<file path="config.mk">
export PLATFORM = sky130hd
export DESIGN_NAME = lefsm_ctrl
export DESIGN_NICKNAME = d
export VERILOG_FILES = /design/src/hw/rtl/lefsm_pkg.sv /design/src/hw/rtl/lefsm_ctrl.sv
export SDC_FILE = /design/constraint.sdc
export NUM_CORES = 1
export LEC_CHECK = 0
export BUFFER_PORTS_ARGS = -buffer_cell sky130_fd_sc_hd__buf_2
export CORE_AREA = 2 2 39 41
export CTS_BUF_LIST = sky130_fd_sc_hd__clkbuf_4 sky130_fd_sc_hd__clkbuf_8
export DETAILED_ROUTE_END_ITERATION = 16
export DIE_AREA = 0 0 41 43
export GPL_TIMING_DRIVEN = 0
export PLACE_DENSITY = 0.42
export RECOVER_POWER = 100
export SETUP_SLACK_MARGIN = 0.15
export SYNTH_ARGS = -nofsm -noshare
export SYNTH_HDL_FRONTEND = slang
export SYNTH_SLANG_ARGS = --single-unit
</file>
<file path="constraint.sdc">
create_clock -name clk -period 1.5 [get_ports clk]
set_input_delay 0.225 -clock clk [delete_from_list [all_inputs] [get_ports clk]]
set_output_delay 0.225 -clock clk [all_outputs]
set_load 0.005 [all_outputs]
</file>
<file path="src/hw/rtl/lefsm_pkg.sv">
// shared types, constants and command codes for the learnable edge state machine
package lefsm_pkg;

  localparam int SLOTS  = 256;
  localparam int ADDR_W = (SLOTS > 1) ? $clog2(SLOTS) : 1;
  localparam int PTR_W  = $clog2(SLOTS + 1);
  localparam int OCC_W  = 9;
  localparam int CFG_IDX_W  = 1;
  localparam int CFG_DATA_W = 8;

  localparam logic [2:0] CMD_STEP   = 3'd0;
  localparam logic [2:0] CMD_LEARN  = 3'd1;
  localparam logic [2:0] CMD_REMOVE = 3'd2;
  localparam logic [2:0] CMD_COUNT  = 3'd3;
  localparam logic [2:0] CMD_CLEAR  = 3'd4;

  localparam logic [1:0] ST_NONE    = 2'd0;
  localparam logic [1:0] ST_EXISTS  = 2'd1;
  localparam logic [1:0] ST_DONE    = 2'd1;
  localparam logic [1:0] ST_CREATED = 2'd2;
  localparam logic [1:0] ST_FULL    = 2'd3;

  localparam logic [CFG_IDX_W-1:0] CFG_PAGE_ID   = 1'd0;
  localparam logic [CFG_IDX_W-1:0] CFG_FREE_MARK = 1'd1;

  localparam logic [7:0] RESET_PAGE = 8'hFF;

  typedef struct packed {
    logic [2:0] command;
    logic [7:0] input_bits;
    logic [7:0] feedback_state;
    logic [7:0] next_state;
  } in_item_t;

  typedef struct packed {
    logic [7:0]       present_state;
    logic [7:0]       last_feedback;
    logic             matched;
    logic [1:0]       status;
    logic [OCC_W-1:0] occupied;
  } out_item_t;

  typedef struct packed {
    logic [7:0] page;
    logic [7:0] change;
    logic [7:0] rise;
    logic [7:0] from_st;
    logic [7:0] to_st;
  } slot_rec_t;

  localparam int REC_W = $bits(slot_rec_t);

  typedef struct packed {
    logic init_wr;
    logic load;
    logic scan;
    logic finish;
    logic out_load;
  } ctl_cmd_t;

  typedef struct packed {
    logic init_last;
    logic need_scan;
    logic scan_done;
  } dp_stat_t;

endpackage

</file>
<file path="src/hw/rtl/lefsm_ctrl.sv">
// controller state machine: clearing pass, item intake, table scan and result handoff
module lefsm_ctrl (
  input  logic                clk,
  input  logic                rst_n,
  input  logic                in_valid,
  output logic                in_stall,
  output logic                out_valid,
  input  logic                out_stall,
  input  lefsm_pkg::dp_stat_t st,
  output lefsm_pkg::ctl_cmd_t ctl
);
  import lefsm_pkg::*;

  typedef enum logic [2:0] {
    S_INIT,
    S_IDLE,
    S_SCAN,
    S_FINISH,
    S_DONE
  } state_t;

  state_t state_r, state_nxt;
  logic   out_valid_r, out_valid_nxt;

  always_comb begin
    ctl           = '0;
    state_nxt     = state_r;
    out_valid_nxt = out_valid_r && out_stall;
    case (state_r)
      S_INIT: begin
        ctl.init_wr = 1'b1;
        if (st.init_last) begin
          state_nxt = S_IDLE;
        end
      end
      S_IDLE: begin
        if (in_valid) begin
          ctl.load  = 1'b1;
          state_nxt = st.need_scan ? S_SCAN : S_FINISH;
        end
      end
      S_SCAN: begin
        ctl.scan = 1'b1;
        if (st.scan_done) begin
          state_nxt = S_FINISH;
        end
      end
      S_FINISH: begin
        ctl.finish = 1'b1;
        state_nxt  = S_DONE;
      end
      S_DONE: begin
        // previous result must be gone before this one takes the register
        if (!out_valid_r || !out_stall) begin
          ctl.out_load  = 1'b1;
          out_valid_nxt = 1'b1;
          state_nxt     = S_IDLE;
        end
      end
      default: begin
        state_nxt = S_INIT;
      end
    endcase
  end

  always_ff @(posedge clk) begin
    if (!rst_n) begin
      state_r     <= S_INIT;
      out_valid_r <= 1'b0;
    end else begin
      state_r     <= state_nxt;
      out_valid_r <= out_valid_nxt;
    end
  end

  assign in_stall  = (state_r != S_IDLE);
  assign out_valid = out_valid_r;

endmodule

</file>
==> results by group <==
CTS
  • H-Tree Level Count: 1
  • TritonCTS sink count: 4
  • Clk_lat worst skew: 0.24 ns
  • Hold bufs inserted after CTS: 0
  • CTS max path bufs: 2
  • Clock root buffer: sky130_fd_sc_hd__clkbuf_4
  • Clock transition at the registers of the reported paths: 0.04 ns
  • Clock buffer count from CTS: 3
  • Clock tree from TritonCTS: done

Logic synthesis
  • Distinct cell type count after synthesis: 16
  • Total of flip-flops plus latches after synthesis: 4
  • Synthesized net count: 34
  • Mean area per synthesized cell: 7.97 µm²
  • Cells after synthesis: 27
  • Yosys warning count: 0
  • Sequential element share of the synthesized area: 37.2%
  • Post-synth design cell area: 215 µm²

STA
  • Transition at the pin with the smallest max-transition slack: 0.282 ns
  • Max Transition Viols Final: 0
  • Number of hold violations in the final report: 0
  • Worst slew margin relative to its limit: 81.2%
  • Final setup violation count: 0
  • Worst clock skew: 0.00487 ns
  • Share of the clock period used by the worst path after layout: 95.2%
  • Unrepaired setup endpoints after global routing: yes
  • Setup TNS: 0 ns
  • Final worst path period need: 1.43 ns
  • Achievable frequency: 0.700 GHz

Worst hold path
  • Hold Path Origin: rst_n
  • Classification of the worst-slack hold path: in2reg
  • Destination of the worst hold path: state_r[1]$_SDFFE_PN0P_
  • Hold Path Cell Cnt: 3

Critical path
  • Worst path arrival time: 1.20 ns
  • Kind of end point of the critical path: output port
  • Cell depth of the worst flop-to-flop path: 4
  • Endpoint of the lowest-slack register-to-register path: state_r[0]$_SDFFE_PN0P_
  • Startpoint type of the worst setup path: register
  • Required time at the endpoint of the critical path: 1.27 ns
  • FF-to-FF Start: state_r[2]$_SDFFE_PN0P_
  • Maximum fanout along the worst path: 7
  • Critical Setup Path Class: reg2out
  • Reg-to-reg setup timing slack: 0.29 ns

Routing
  • Total detailed-routing wirelength: 586 µm
  • Via-to-Cell Ratio: 4.32
  • Remaining antenna violation count after routing: 0
  • Drc violations: 0
  • Drt first-iter violations: 4
  • DR vias: 272
  • Wire length per cell: 9.30 µm
  • Detailed Routing Iterations Pass 1: 2

Power and ir drop
  • Power density normalized to cell area: 898 nW/µm²
  • VDD IR-drop max: 398 µV
  • Share of total power in the clock network: 40.0%
  • P_int: 249 µW
  • Leakage dissipation: 0.000169 µW
  • Final total power: 336 µW
  • Sequential cell fraction of total power: 36.5%
  • NetSw: 87.3 µW
  • Switch share: 26.0%
  • Combinational share of power: 23.5%

GRT
  • Total congestion overflow: 0
  • Number of antenna violations at the first check in global routing: 0
  • Grt met2 use: 8.75%
  • Most utilized layer in the global route result: met1
  • Number of global-route vias before repair: 226
  • First-pass GRT wire length: 945 µm
  • Global Route met1 Usage: 12.3%
  • Combined global-route utilization of all metal layers: 8.75%
  • Maximum number of pins on one net before global-route repair: 10
  • Grt met3 use: 9.42%

Die
  • Die footprint: 1760 µm²
  • Vertical extent of the die: 43 µm
  • Area inside the core boundary: 1380 µm²
  • Number of placement rows: 14
  • Starting Density: 15.6%
  • Number of top-level design ports: 14
  • Die X: 41 µm

Place
  • Half-perimeter wire length of the detailed placement result: 403 µm
  • Weighted congestion reported at the end of routability-driven placement: 0.644
  • Port Buffers: 13

Cells and area
  • Diodes inserted: 0
  • Number of nets in the finished design: 56
  • Share of final-layout standard cells stronger than drive strength 1: 48.9%
  • Commonest cells after routing, fill and taps aside: 8 x sky130_fd_sc_hd__buf_2, 4 x sky130_fd_sc_hd__clkbuf_1
  • Leading cell type in the layout, fill and taps excluded: sky130_fd_sc_hd__buf_2
  • Number of inserted filler cells in the final layout: 159
  • Syn-to-layout area delta: 73.8%

Job
  • Maximum capacitance violations: 0

Outcome
  • Result of the run: finished clean
==> Yosys cell counts <==
cell | number | area [µm²]
sky130_fd_sc_hd__a2111o_1 | 1 | 11.3
sky130_fd_sc_hd__a21boi_1 | 1 | 7.51
sky130_fd_sc_hd__a21oi_1 | 2 | 10.0
sky130_fd_sc_hd__a31oi_1 | 1 | 6.26
sky130_fd_sc_hd__dfxtp_1 | 4 | 80.1
sky130_fd_sc_hd__inv_1 | 3 | 11.3
sky130_fd_sc_hd__nand2_1 | 2 | 7.51
sky130_fd_sc_hd__nand2b_1 | 1 | 6.26
sky130_fd_sc_hd__nor2_1 | 3 | 11.3
sky130_fd_sc_hd__nor3_1 | 1 | 5.00
sky130_fd_sc_hd__nor3b_1 | 1 | 7.51
sky130_fd_sc_hd__o21a_1 | 1 | 7.51
sky130_fd_sc_hd__o21ai_0 | 1 | 5.00
sky130_fd_sc_hd__o221ai_1 | 1 | 8.76
sky130_fd_sc_hd__or3_1 | 2 | 12.5
sky130_fd_sc_hd__or3b_1 | 2 | 17.5
==> area by class of cell <==
cell class / count / area [µm²] / share of cell area [%]
Timing Repair Buffer: 17 / 93.8 / 25.1
Tap cell: 16 / 20.0 / 5.35
Clock buffer: 3 / 22.5 / 6.02
Sequential cell: 4 / 91.3 / 24.4
Inverter: 3 / 11.3 / 3.01
Multi-Input combinational cell: 20 / 135 / 36.1
==> state kept, by name, summed over array words and instances (netlist names) <==
name       flops
state_r        3
out_valid      1
==> through the flow <==
| stage | utilization (%) | hold slack [ns] | setup slack [ns] | instances | cell area [µm²] |
|---|---|---|---|---|---|
| 5_1_grt | 27.0 | 0.234 | 0.00587 | 63 | 374 |
| 6_report | 27.0 | 0.247 | 0.0715 | 63 | 374 |
| 2_1_floorplan | - | 0.343 | 0.339 | 27 | 215 |
| 3_3_place_gp | 21.7 | 0.490 | 0.161 | 56 | 300 |
| 4_1_cts | 25.5 | 0.243 | 0.0661 | 61 | 353 |
| 3_5_place_dp | 21.7 | 0.491 | 0.168 | 56 | 300 |
==> worst max path at each step <==
stage | slack [ns] | endpoint | depth (start not counted) | from
floorplan | 0.34 | ctl[0] | 2 | state_r[2]$_SDFFE_PN0P_
global placement | 0.16 | ctl[0] | 3 | state_r[2]$_SDFFE_PN0P_
detailed placement | 0.17 | ctl[0] | 3 | state_r[2]$_SDFFE_PN0P_
CTS | 0.07 | ctl[0] | 3 | state_r[2]$_SDFFE_PN0P_
global route | 0.006 | ctl[0] | 3 | state_r[2]$_SDFFE_PN0P_
finish | 0.07 | ctl[0] | 3 | state_r[2]$_SDFFE_PN0P_
==> power by group through the flow <==
stage                     sequential [µW]  clock, µW  combinational, µW
final                                 123        134               79.0
after global routing                  124        157               91.6
after CTS                             124        140               62.7
after detailed placement              125          0               60.0
after global placement                125          0               59.8
after floorplan                       123          0               32.8
==> worst max-delay path, stage by stage, from the launching register on <==
cell and delay, ns:
sky130_fd_sc_hd__dfxtp_4 0.36, sky130_fd_sc_hd__or3b_4 0.39, sky130_fd_sc_hd__a21oi_2 0.10, sky130_fd_sc_hd__clkbuf_2 0.11
==> cells by family (layout without fill, tap and decap cells) <==
family / after synthesis / in the layout / synth area share, %
AO/OA/AOI/OAI: 8 / 8 / 26.2
flip-flops: 4 / 4 / 37.2
AND/OR/NAND/NOR: 12 / 12 / 31.4
buffers and inverters: 3 / 23 / 5.23
==> what timing repair did <==
item	4_1_cts	5_1_grt
resized for setup	8	3
endpoints found under the hold margin	0	0
buffers inserted	2	2
endpoints found under the setup margin	5	5
pin swaps	1	0
==> layer usage <==
| layer | up-vias | wire (µm) | part of all wire (%) |
|---|---|---|---|
| li1 | 140 | - | - |
| met5 | - | 0 | 0 |
| met2 | 14 | 208 | 35 |
| met3 | 0 | 76 | 13 |
| met4 | 0 | 0 | 0 |
| met1 | 118 | 301 | 51 |
Power figures use the tool's default switching activity.
